## src/tmaa_pkg.sv

```systemverilog
// ----------------------------------------------------------------------------
// tmaa_pkg
// shared constants and types of the triangle mesh area accumulator
// ----------------------------------------------------------------------------
package tmaa_pkg;

	localparam int COORD_BITS_DEF = 24;
	localparam int FRAC_BITS_DEF  = 8;
	localparam int AREA_BITS      = 50;
	localparam int TOTAL_BITS     = 64;
	localparam int RAD_BITS       = 128;
	localparam int ROOT_BITS      = 64;

	localparam logic [1:0] MODE_LIST  = 2'd0;
	localparam logic [1:0] MODE_STRIP = 2'd1;

	// request from sequencer to the shared root unit
	typedef struct packed {
		logic                start;
		logic [RAD_BITS-1:0] radicand;
	} sqrt_req_t;

	typedef struct packed {
		logic                 done;
		logic [ROOT_BITS-1:0] root;
	} sqrt_rsp_t;

endpackage

```

## src/tmaa_sqrt.sv

```systemverilog
// ----------------------------------------------------------------------------
// tmaa_sqrt
// iterative integer square root, one result bit per cycle
// ----------------------------------------------------------------------------
module tmaa_sqrt import tmaa_pkg::*; (
	input  logic      clk,
	input  logic      arst_n,
	input  sqrt_req_t req,
	output sqrt_rsp_t rsp
);

	// restoring digit recurrence: two radicand bits per step
	logic [RAD_BITS-1:0]  rem_q;
	logic [RAD_BITS-1:0]  src_q;
	logic [ROOT_BITS-1:0] root_q;
	logic [6:0]           cnt_q;
	logic                 busy_q;
	logic                 done_q;
	logic [RAD_BITS+1:0]  trial;
	logic [RAD_BITS+1:0]  cur;

	always_comb begin
		cur   = {rem_q, src_q[RAD_BITS-1 -: 2]};
		trial = {{(RAD_BITS-ROOT_BITS){1'b0}}, root_q, 2'b01};
	end

	always_ff @(posedge clk or negedge arst_n) begin
		if (!arst_n) begin
			busy_q <= 1'b0;
			cnt_q  <= '0;
			done_q <= 1'b0;
		end else begin
			done_q <= 1'b0;
			if (req.start) begin
				busy_q <= 1'b1;
				cnt_q  <= 7'(ROOT_BITS - 1);
			end else if (busy_q) begin
				if (cnt_q == '0) begin
					busy_q <= 1'b0;
					done_q <= 1'b1;
				end
				cnt_q <= cnt_q - 7'd1;
			end
		end
	end

	always_ff @(posedge clk) begin
		if (req.start) begin
			rem_q  <= '0;
			src_q  <= req.radicand;
			root_q <= '0;
		end else if (busy_q) begin
			src_q <= {src_q[RAD_BITS-3:0], 2'b00};
			if (cur >= trial) begin
				rem_q  <= RAD_BITS'(cur - trial);
				root_q <= {root_q[ROOT_BITS-2:0], 1'b1};
			end else begin
				rem_q  <= RAD_BITS'(cur);
				root_q <= {root_q[ROOT_BITS-2:0], 1'b0};
			end
		end
	end

	assign rsp = '{done: done_q, root: root_q};

endmodule

```

## config.mk

```make
export PLATFORM = sky130hd
export DESIGN_NAME = tmaa_sqrt
export DESIGN_NICKNAME = d
export VERILOG_FILES = /design/src/tmaa_pkg.sv /design/src/tmaa_sqrt.sv
export SDC_FILE = /design/constraint.sdc
export NUM_CORES = 1
export LEC_CHECK = 0
export BUFFER_PORTS_ARGS = -buffer_cell sky130_fd_sc_hd__buf_2
export CAP_MARGIN = 15
export CELL_PAD_IN_SITES_DETAIL_PLACEMENT = 0
export CELL_PAD_IN_SITES_GLOBAL_PLACEMENT = 1
export CORE_AREA = 2 2 209 191
export CTS_BUF_LIST = sky130_fd_sc_hd__clkbuf_2 sky130_fd_sc_hd__clkbuf_4 sky130_fd_sc_hd__clkbuf_8
export CTS_CLUSTER_DIAMETER = 150
export DETAILED_ROUTE_END_ITERATION = 10
export DIE_AREA = 0 0 211 193
export PLACE_DENSITY = 0.95
export SKIP_CTS_REPAIR_TIMING = 1
export SLEW_MARGIN = 15
export SYNTH_ARGS = -nofsm -noshare
export SYNTH_HDL_FRONTEND = slang
export SYNTH_SLANG_ARGS = --single-unit
```

## constraint.sdc

```tcl
create_clock -name clk -period 7.1 [get_ports clk]
set_input_delay 2.13 -clock clk [delete_from_list [all_inputs] [get_ports clk]]
set_output_delay 2.13 -clock clk [all_outputs]
set_load 0.005 [all_outputs]
```

==> results of run 1 <==
==> cell type report <==
class | count | share of cell area (%)
multi-input combinational | 1588 | 48.9
inverter | 92 | 1.61
timing repair buffer | 205 | 4.94
sequential | 329 | 36.4
antenna | 1 | 0.0115
tap | 497 | 2.86
clock inverter | 25 | 0.887
clock buffer | 76 | 4.35
==> power by group through the flow <==
stage,Combinational [mW],Clock (mW),Sequential (mW)
6_report,5.79,1.76,2.72
5_1_grt,6.35,1.88,2.77
4_1_cts,5.66,1.80,2.71
3_5_place_dp,5.62,0,2.74
3_3_place_gp,5.54,0,2.73
2_1_floorplan,4.32,0,2.61
==> cells by family (layout without fill, tap and decap cells) <==
logic type | Yosys count | count (layout)
other | 0 | 1
buffers and inverters | 240 | 398
AND/OR/NAND/NOR | 767 | 767
XOR/XNOR | 107 | 107
adder cells (fa/ha/maj) | 68 | 68
AO/OA/AOI/OAI | 445 | 445
flip-flops | 329 | 329
multiplexers | 201 | 201
==> path summary, 6_finish.rpt <==
path / cells past startpoint / to / from / slack, ns
setup / recovery: 11 / rem_q[118] / rem_q[77] / 2.43
hold / removal: 2 / rem_q[126] / rem_q[126] / 0.49
setup reg to reg: 11 / rem_q[118] / rem_q[77] / 2.43
hold reg to reg: 2 / rem_q[126] / rem_q[126] / 0.49
max in group asynchronous: 1 / busy_q / arst_n / 5.56
min in group asynchronous: 1 / cnt_q[0] / arst_n / 1.33
==> flip-flops by register name, indices dropped and copies added, names as in the netlist <==
name and count:
busy_q 1, rem_q 128, root_q 64, src_q 128, cnt_q 7, done_q 1
==> metrics by stage <==
step	cells	total power, mW	area (um^2)
5_1_grt	2812	11.0	21700
6_report	2813	10.3	21700
3_3_place_gp	2711	8.27	20600
4_1_cts	2812	10.2	21700
3_5_place_dp	2711	8.37	20600
2_1_floorplan	2157	6.94	19400
==> layout by cell type, fill, tap and decap left out, types with 18 or more instances in the layout <==
cell / netlist / layout
sky130_fd_sc_hd__a211oi_1: 42 / 42
sky130_fd_sc_hd__a21o_1: 32 / 32
sky130_fd_sc_hd__a21oi_1: 111 / 111
sky130_fd_sc_hd__a311oi_1: 56 / 56
sky130_fd_sc_hd__buf_2: 6 / 194
sky130_fd_sc_hd__clkbuf_8: 0 / 60
sky130_fd_sc_hd__dfxtp_1: 192 / 192
sky130_fd_sc_hd__edfxtp_1: 128 / 128
sky130_fd_sc_hd__ha_1: 68 / 68
sky130_fd_sc_hd__inv_1: 92 / 91
sky130_fd_sc_hd__mux2_2: 126 / 126
sky130_fd_sc_hd__mux2i_1: 75 / 75
sky130_fd_sc_hd__nand2_1: 222 / 221
sky130_fd_sc_hd__nand2b_1: 18 / 18
sky130_fd_sc_hd__nand3_1: 37 / 37
sky130_fd_sc_hd__nand4_1: 55 / 55
sky130_fd_sc_hd__nor2_1: 256 / 254
sky130_fd_sc_hd__nor3_1: 49 / 49
sky130_fd_sc_hd__nor4_1: 31 / 31
sky130_fd_sc_hd__o21ai_0: 75 / 75
sky130_fd_sc_hd__xnor2_1: 68 / 68
sky130_fd_sc_hd__xor2_1: 39 / 39
==> critical path, stage by stage (launching register included) <==
cell and delay, ns:
sky130_fd_sc_hd__dfxtp_1 0.34, sky130_fd_sc_hd__or4_1 0.60, sky130_fd_sc_hd__or3_1 0.42, sky130_fd_sc_hd__nor4_1 0.68
sky130_fd_sc_hd__nand4_1 0.28, sky130_fd_sc_hd__nor3_1 0.29, sky130_fd_sc_hd__nand2_1 0.17, sky130_fd_sc_hd__nor2_4 0.52
sky130_fd_sc_hd__buf_4 0.63, sky130_fd_sc_hd__nor3_1 0.16, sky130_fd_sc_hd__xnor2_1 0.16, sky130_fd_sc_hd__a211oi_1 0.24
==> routing by layer <==
layer	vias up	GRT usage, %	wire (um)
met5	-	0	61
met4	10	7.10	1120
met3	101	6.06	4490
met2	627	39.4	23400
met1	7952	35.5	23700
li1	8064	-	-
==> run metrics, run 1 <==
insertion delay of the later-clocked pin in the worst-skew pair 0.68 ns; worst min-delay path class reg -> reg; CTS tree yes; CTS buffer count 54; maximum number of pins on one net before global-route repair 192; IO Pins just under 200; compound-cell area share of the yosys netlist 15.5%; most instantiated library cell after synthesis sky130_fd_sc_hd__nor2_1; number of global-route vias before repair 16,000; power spent charging and discharging nets 4.74 mW; number of enable flip-flop cells after synthesis 128; WP data arrival 5.24 ns; Worst-Margin Slew approximately 1.0 ns; cell type contributing the most total cell area after synthesis sky130_fd_sc_hd__dfxtp_1; area taken by flip-flops and latches slightly below 8000 um^2; Clock Power Share 17.1%; register area share after synthesis 40.7%; routed vias 16,800; area of the core around 39,000 um^2; DIE HEIGHT around 190 um; worst hold margin around 0.49 ns; clock-pin slew on the worst setup and hold paths 0.06 ns; area share of xor/xnor cells in the synthesized design ~4.8%; number of optimization iterations in the first detailed-route pass 5; CP Data Required Time 7.66 ns; Layout area overhead 11.8%; Clock H-tree levels 2; worst clock skew approximately 0.044 ns; biggest area contributors in the synthesized netlist sky130_fd_sc_hd__dfxtp_1, sky130_fd_sc_hd__edfxtp_1, sky130_fd_sc_hd__mux2_2; area of the multi-input gates 10,600 um^2; Setup TNS 0 ns; Ys Warns 0; synthesized netlist net count around 2,400; share of the synthesized area in the top cell type 19.8%; Port Buffer Count ~200; Most used DFF post-synth sky130_fd_sc_hd__dfxtp_1; Routed wire per std cell 18.8 um; crit-path max FO 55; Max IR drop VDD roughly 0.27 mV; clock root cell sky130_fd_sc_hd__clkbuf_8; portion of total power attributed to combinational logic 56.4%; Final setup violation count 0; Routed Antenna Nets 0; share of cells above drive strength 1 around 20%; die area 40,700 um^2; number of remaining DRC errors 0; static leakage 9.23 nW; Sinks on Clock Net 329; gpl congestion 0.980; starting density of the core 50.1%; die extent in x 211 um; worst-case setup slack after placement 2.24 ns; gate count of the mapped netlist 2,157; crit path kind reg -> reg; GR Overflow Total 0; share of the clock period used by the worst path after layout 65.8%; final-report max-slew violation count 0; Avg Synthesized Cell Area 9.01 um^2; Commonest cells post-synth sky130_fd_sc_hd__nor2_1, sky130_fd_sc_hd__nand2_1, sky130_fd_sc_hd__dfxtp_1; count of unique library cells instantiated by Yosys 78; number of nets in the finished design 2,469; antenna violations before repair 5; time the final worst path needs with I/O delays and setup roughly 4.7 ns; simple-gate portion of the synthesized area 18.7%; Worst setup SP type register; wire length of the first global-routing pass 83.8 mm; multiplexer fraction of the synthesized cell area 11.2%; fraction of the mapped netlist area in adder cells under 10%; final wirelength between 50 and 60 mm; Iteration-0 DRC Markers 1,399; power density over cell area 473 nW/um^2; switching part of the total between 40 and 50%; gr usage total 25.4%; number of rows in the core area 69; result of the run complete, no violations; fmax between 0.2 and 0.25 GHz; Flop pwr share a little over a quarter; number of vias per cell 5.96; combinational family with the most area after synthesis simple AND/OR/NAND/NOR gates; Util after Layout a little under three fifths; unrepaired setup endpoints after global routing no; max-cap violation count 0; fraction of synthesis flops using an asynchronous set or reset pin 2.74%; internal portion of total power 5.54 mW; flip-flop and latch count after synthesis 329; relative max-transition margin between 20% and 30%; combined area of all synthesized cells 19,400 um^2; min setup slack post-route 2.43 ns; clock tree buffer depth 3; endpoint kind of the worst setup timing path register; HPWL Detailed 37.2 mm; final-report hold violation count 0; number of filler instances in the final layout ~3,400
No activity file was read; power rests on OpenSTA's default activity.
==> inputs of run 2 (changes only) <==
--- a/config.mk
+++ b/config.mk
@@ -9,12 +9,12 @@
 export CAP_MARGIN = 15
 export CELL_PAD_IN_SITES_DETAIL_PLACEMENT = 0
 export CELL_PAD_IN_SITES_GLOBAL_PLACEMENT = 1
-export CORE_AREA = 2 2 209 191
+export CORE_AREA = 2 2 218 198
 export CTS_BUF_LIST = sky130_fd_sc_hd__clkbuf_2 sky130_fd_sc_hd__clkbuf_4 sky130_fd_sc_hd__clkbuf_8
 export CTS_CLUSTER_DIAMETER = 150
 export DETAILED_ROUTE_END_ITERATION = 10
-export DIE_AREA = 0 0 211 193
-export PLACE_DENSITY = 0.95
+export DIE_AREA = 0 0 220 200
+export PLACE_DENSITY = 0.93
 export SKIP_CTS_REPAIR_TIMING = 1
 export SLEW_MARGIN = 15
 export SYNTH_ARGS = -nofsm -noshare
==> constraint.sdc (replaced) <==
create_clock -name clk -period 4.5 [get_ports clk]
set_input_delay 1.35 -clock clk [delete_from_list [all_inputs] [get_ports clk]]
set_output_delay 1.35 -clock clk [all_outputs]
set_load 0.005 [all_outputs]
==> run 2 against run 1 <==
Compared with the run above: power up 60%; largest power group unchanged; first-iteration DRC count up 7.9%; critical path type unchanged; clock-buffer cell count up 14.
==> run metrics, run 2 (synthesis gave the netlist of run 1 again) <==
final wirelength 53.8 mm (was 52.8 mm); result of the run complete, no violations (unchanged); met1 layer usage reported by global route 33.7% (was 35.5%); number of nets in the finished design 2,484 (was 2,469); WP data arrival 4.53 ns (was 5.24 ns); die extent in x 220 um (was 211 um); Worst setup SP type register (unchanged); starting density of the core 46.7% (was 50.1%); wire length of the first global-routing pass 86.0 mm (was 83.8 mm); final-report hold violation count 0 (unchanged); clock tree buffer depth 3 (unchanged); worst min-delay path endpoint rem_q[96] (was rem_q[126]); IO Pins 196 (unchanged); hold path startpoint rem_q[96] (was rem_q[126]); unrepaired setup endpoints after global routing no (unchanged); worst clock skew 0.0439 ns (was 0.0442 ns); fmax 0.252 GHz (was 0.214 GHz); Iteration-0 DRC Markers 1,509 (was 1,399); Sinks on Clock Net 329 (unchanged); Routed Antenna Nets 0 (unchanged); antenna violations before repair 3 (was 5); commonest non-fill, non-tap cell in the layout sky130_fd_sc_hd__nor2_1 (unchanged); Worst Hold Depth 2 (unchanged); depth of the worst register-to-register path 12 (was 11); worst reg2reg setup slack 0.53 ns (was 2.43 ns); static leakage 9.34 nW (was 9.23 nW); crit-path max FO 18 (was 55); worst reg2reg path startpoint root_q[10] (was rem_q[77]); max-cap violation count 0 (unchanged); maximum number of pins on one net before global-route repair 136 (was 192); clock-pin slew on the worst setup and hold paths 0.06 ns (about the same); number of vias per cell 5.89 (was 5.96); gr usage total 24.3% (was 25.4%); number of optimization iterations in the first detailed-route pass 7 (was 5); commonest non-fill, non-tap cells in the layout sky130_fd_sc_hd__nor2_1, sky130_fd_sc_hd__nand2_1, sky130_fd_sc_hd__buf_2 (unchanged); CTS buffer count 54 (unchanged); worst flop-to-flop path endpoint rem_q[111] (was rem_q[118]); Layout area overhead 13.2% (was 11.8%); number of filler instances in the final layout 3,842 (was 3,396); Max IR drop VDD 0.367 mV (was 0.275 mV); CTS tree yes (unchanged); power density over cell area 749 nW/um^2 (was 473 nW/um^2); HPWL Detailed 37.8 mm (was 37.2 mm); Worst-Margin Slew 0.978 ns (was 1.05 ns); share of cells above drive strength 1 20.7% (was 19.9%); CP Data Required Time 5.06 ns (was 7.66 ns); number of global-route vias before repair 16,200 (was 16,000); worst hold margin 0.483 ns (was 0.485 ns); Setup TNS 0 ns (unchanged); insertion delay of the later-clocked pin in the worst-skew pair 0.68 ns (about the same); global routing usage on met3 5.85% (was 6.06%); Routed wire per std cell 18.7 um (was 18.8 um); share of the clock period used by the worst path after layout 88.2% (was 65.8%); worst min-delay path class reg -> reg (unchanged); time the final worst path needs with I/O delays and setup 3.97 ns (was 4.67 ns); clock root cell sky130_fd_sc_hd__clkbuf_8 (unchanged); area of the core 41,600 um^2 (was 38,800 um^2); Clock H-tree levels 2 (unchanged); final-report max-slew violation count 0 (unchanged); Largest regs rem_q: 128 flops, src_q: 128 flops, root_q: 64 flops (unchanged); Util after Layout 52.9% (was 56.0%); most utilized layer in the global route result met2 (unchanged); GR Overflow Total 0 (unchanged); number of rows in the core area 71 (was 69); Port Buffer Count 195 (unchanged); die area 44,000 um^2 (was 40,700 um^2); endpoint kind of the worst setup timing path register (unchanged); number of diodes 0 (was 1); Final setup violation count 0 (unchanged); number of remaining DRC errors 0 (unchanged); gpl congestion 0.964 (was 0.980); crit path kind reg -> reg (unchanged); met2 routing resource usage after global routing 37.0% (was 39.4%); DIE HEIGHT 200 um (was 193 um); overall power of the completed layout 16.5 mW (was 10.3 mW); routed vias 16,900 (was 16,800); relative max-transition margin 34.5% (was 29.3%)
[run 2: worst max-delay path by stage]
stage	slack, ns	cells past startpoint	startpoint	to
finish	0.53	12	root_q[10]	rem_q[111]
global route	0.19	14	root_q[12]	rem_q[126]
CTS	0.54	12	root_q[11]	rem_q[111]
detailed placement	0.58	12	root_q[11]	rem_q[119]
global placement	0.69	10	rem_q[74]	rem_q[111]
floorplan	0.06	4	req[128]	src_q[0]
[run 2: critical path, cell delays in order (launching register included)]
cell and delay [ns]:
sky130_fd_sc_hd__dfxtp_1 0.38, sky130_fd_sc_hd__inv_1 0.06, sky130_fd_sc_hd__ha_1 0.40, sky130_fd_sc_hd__nand4_1 0.20
sky130_fd_sc_hd__nor4_1 0.42, sky130_fd_sc_hd__o2111ai_1 0.17, sky130_fd_sc_hd__nand3_1 0.15, sky130_fd_sc_hd__o21ai_1 0.13
sky130_fd_sc_hd__or4_1 0.61, sky130_fd_sc_hd__a21oi_4 0.22, sky130_fd_sc_hd__nand4_4 0.28, sky130_fd_sc_hd__or4_1 0.56
sky130_fd_sc_hd__a311oi_1 0.26
[run 2: layer usage]
metal  share of wire [%]  wire [um]
met5               0.076         41
met4                 2.7       1440
met3                 8.9       4800
met2                  44      23600
met1                  44      23800
[run 2: power breakdown]
| part | switching [mW] | internal (mW) |
|---|---|---|
| Sequential | 0.568 | 3.72 |
| Combinational | 5.66 | 3.64 |
| Clock | 1.29 | 1.58 |
[run 2: through the flow]
| stage | worst slack, ns | area, um^2 | std cells |
|---|---|---|---|
| after floorplan | 0.0614 | 19400 | 2157 |
| after global placement | 0.691 | 20800 | 2776 |
| after detailed placement | 0.575 | 20800 | 2776 |
| after CTS | 0.544 | 22000 | 2873 |
| after global routing | 0.191 | 22000 | 2873 |
| final | 0.533 | 22000 | 2873 |
[run 2: cell type report]
cell class | instances | area (um^2) | share of cell area (%)
Multi-Input combinational cell | 1588 | 10600 | 48.3
Sequential cell | 329 | 7920 | 36.0
Timing Repair Buffer | 220 | 1240 | 5.62
Clock buffer | 90 | 1080 | 4.90
Tap cell | 547 | 684 | 3.11
Inverter | 92 | 349 | 1.59
Clock inverter | 7 | 104 | 0.472
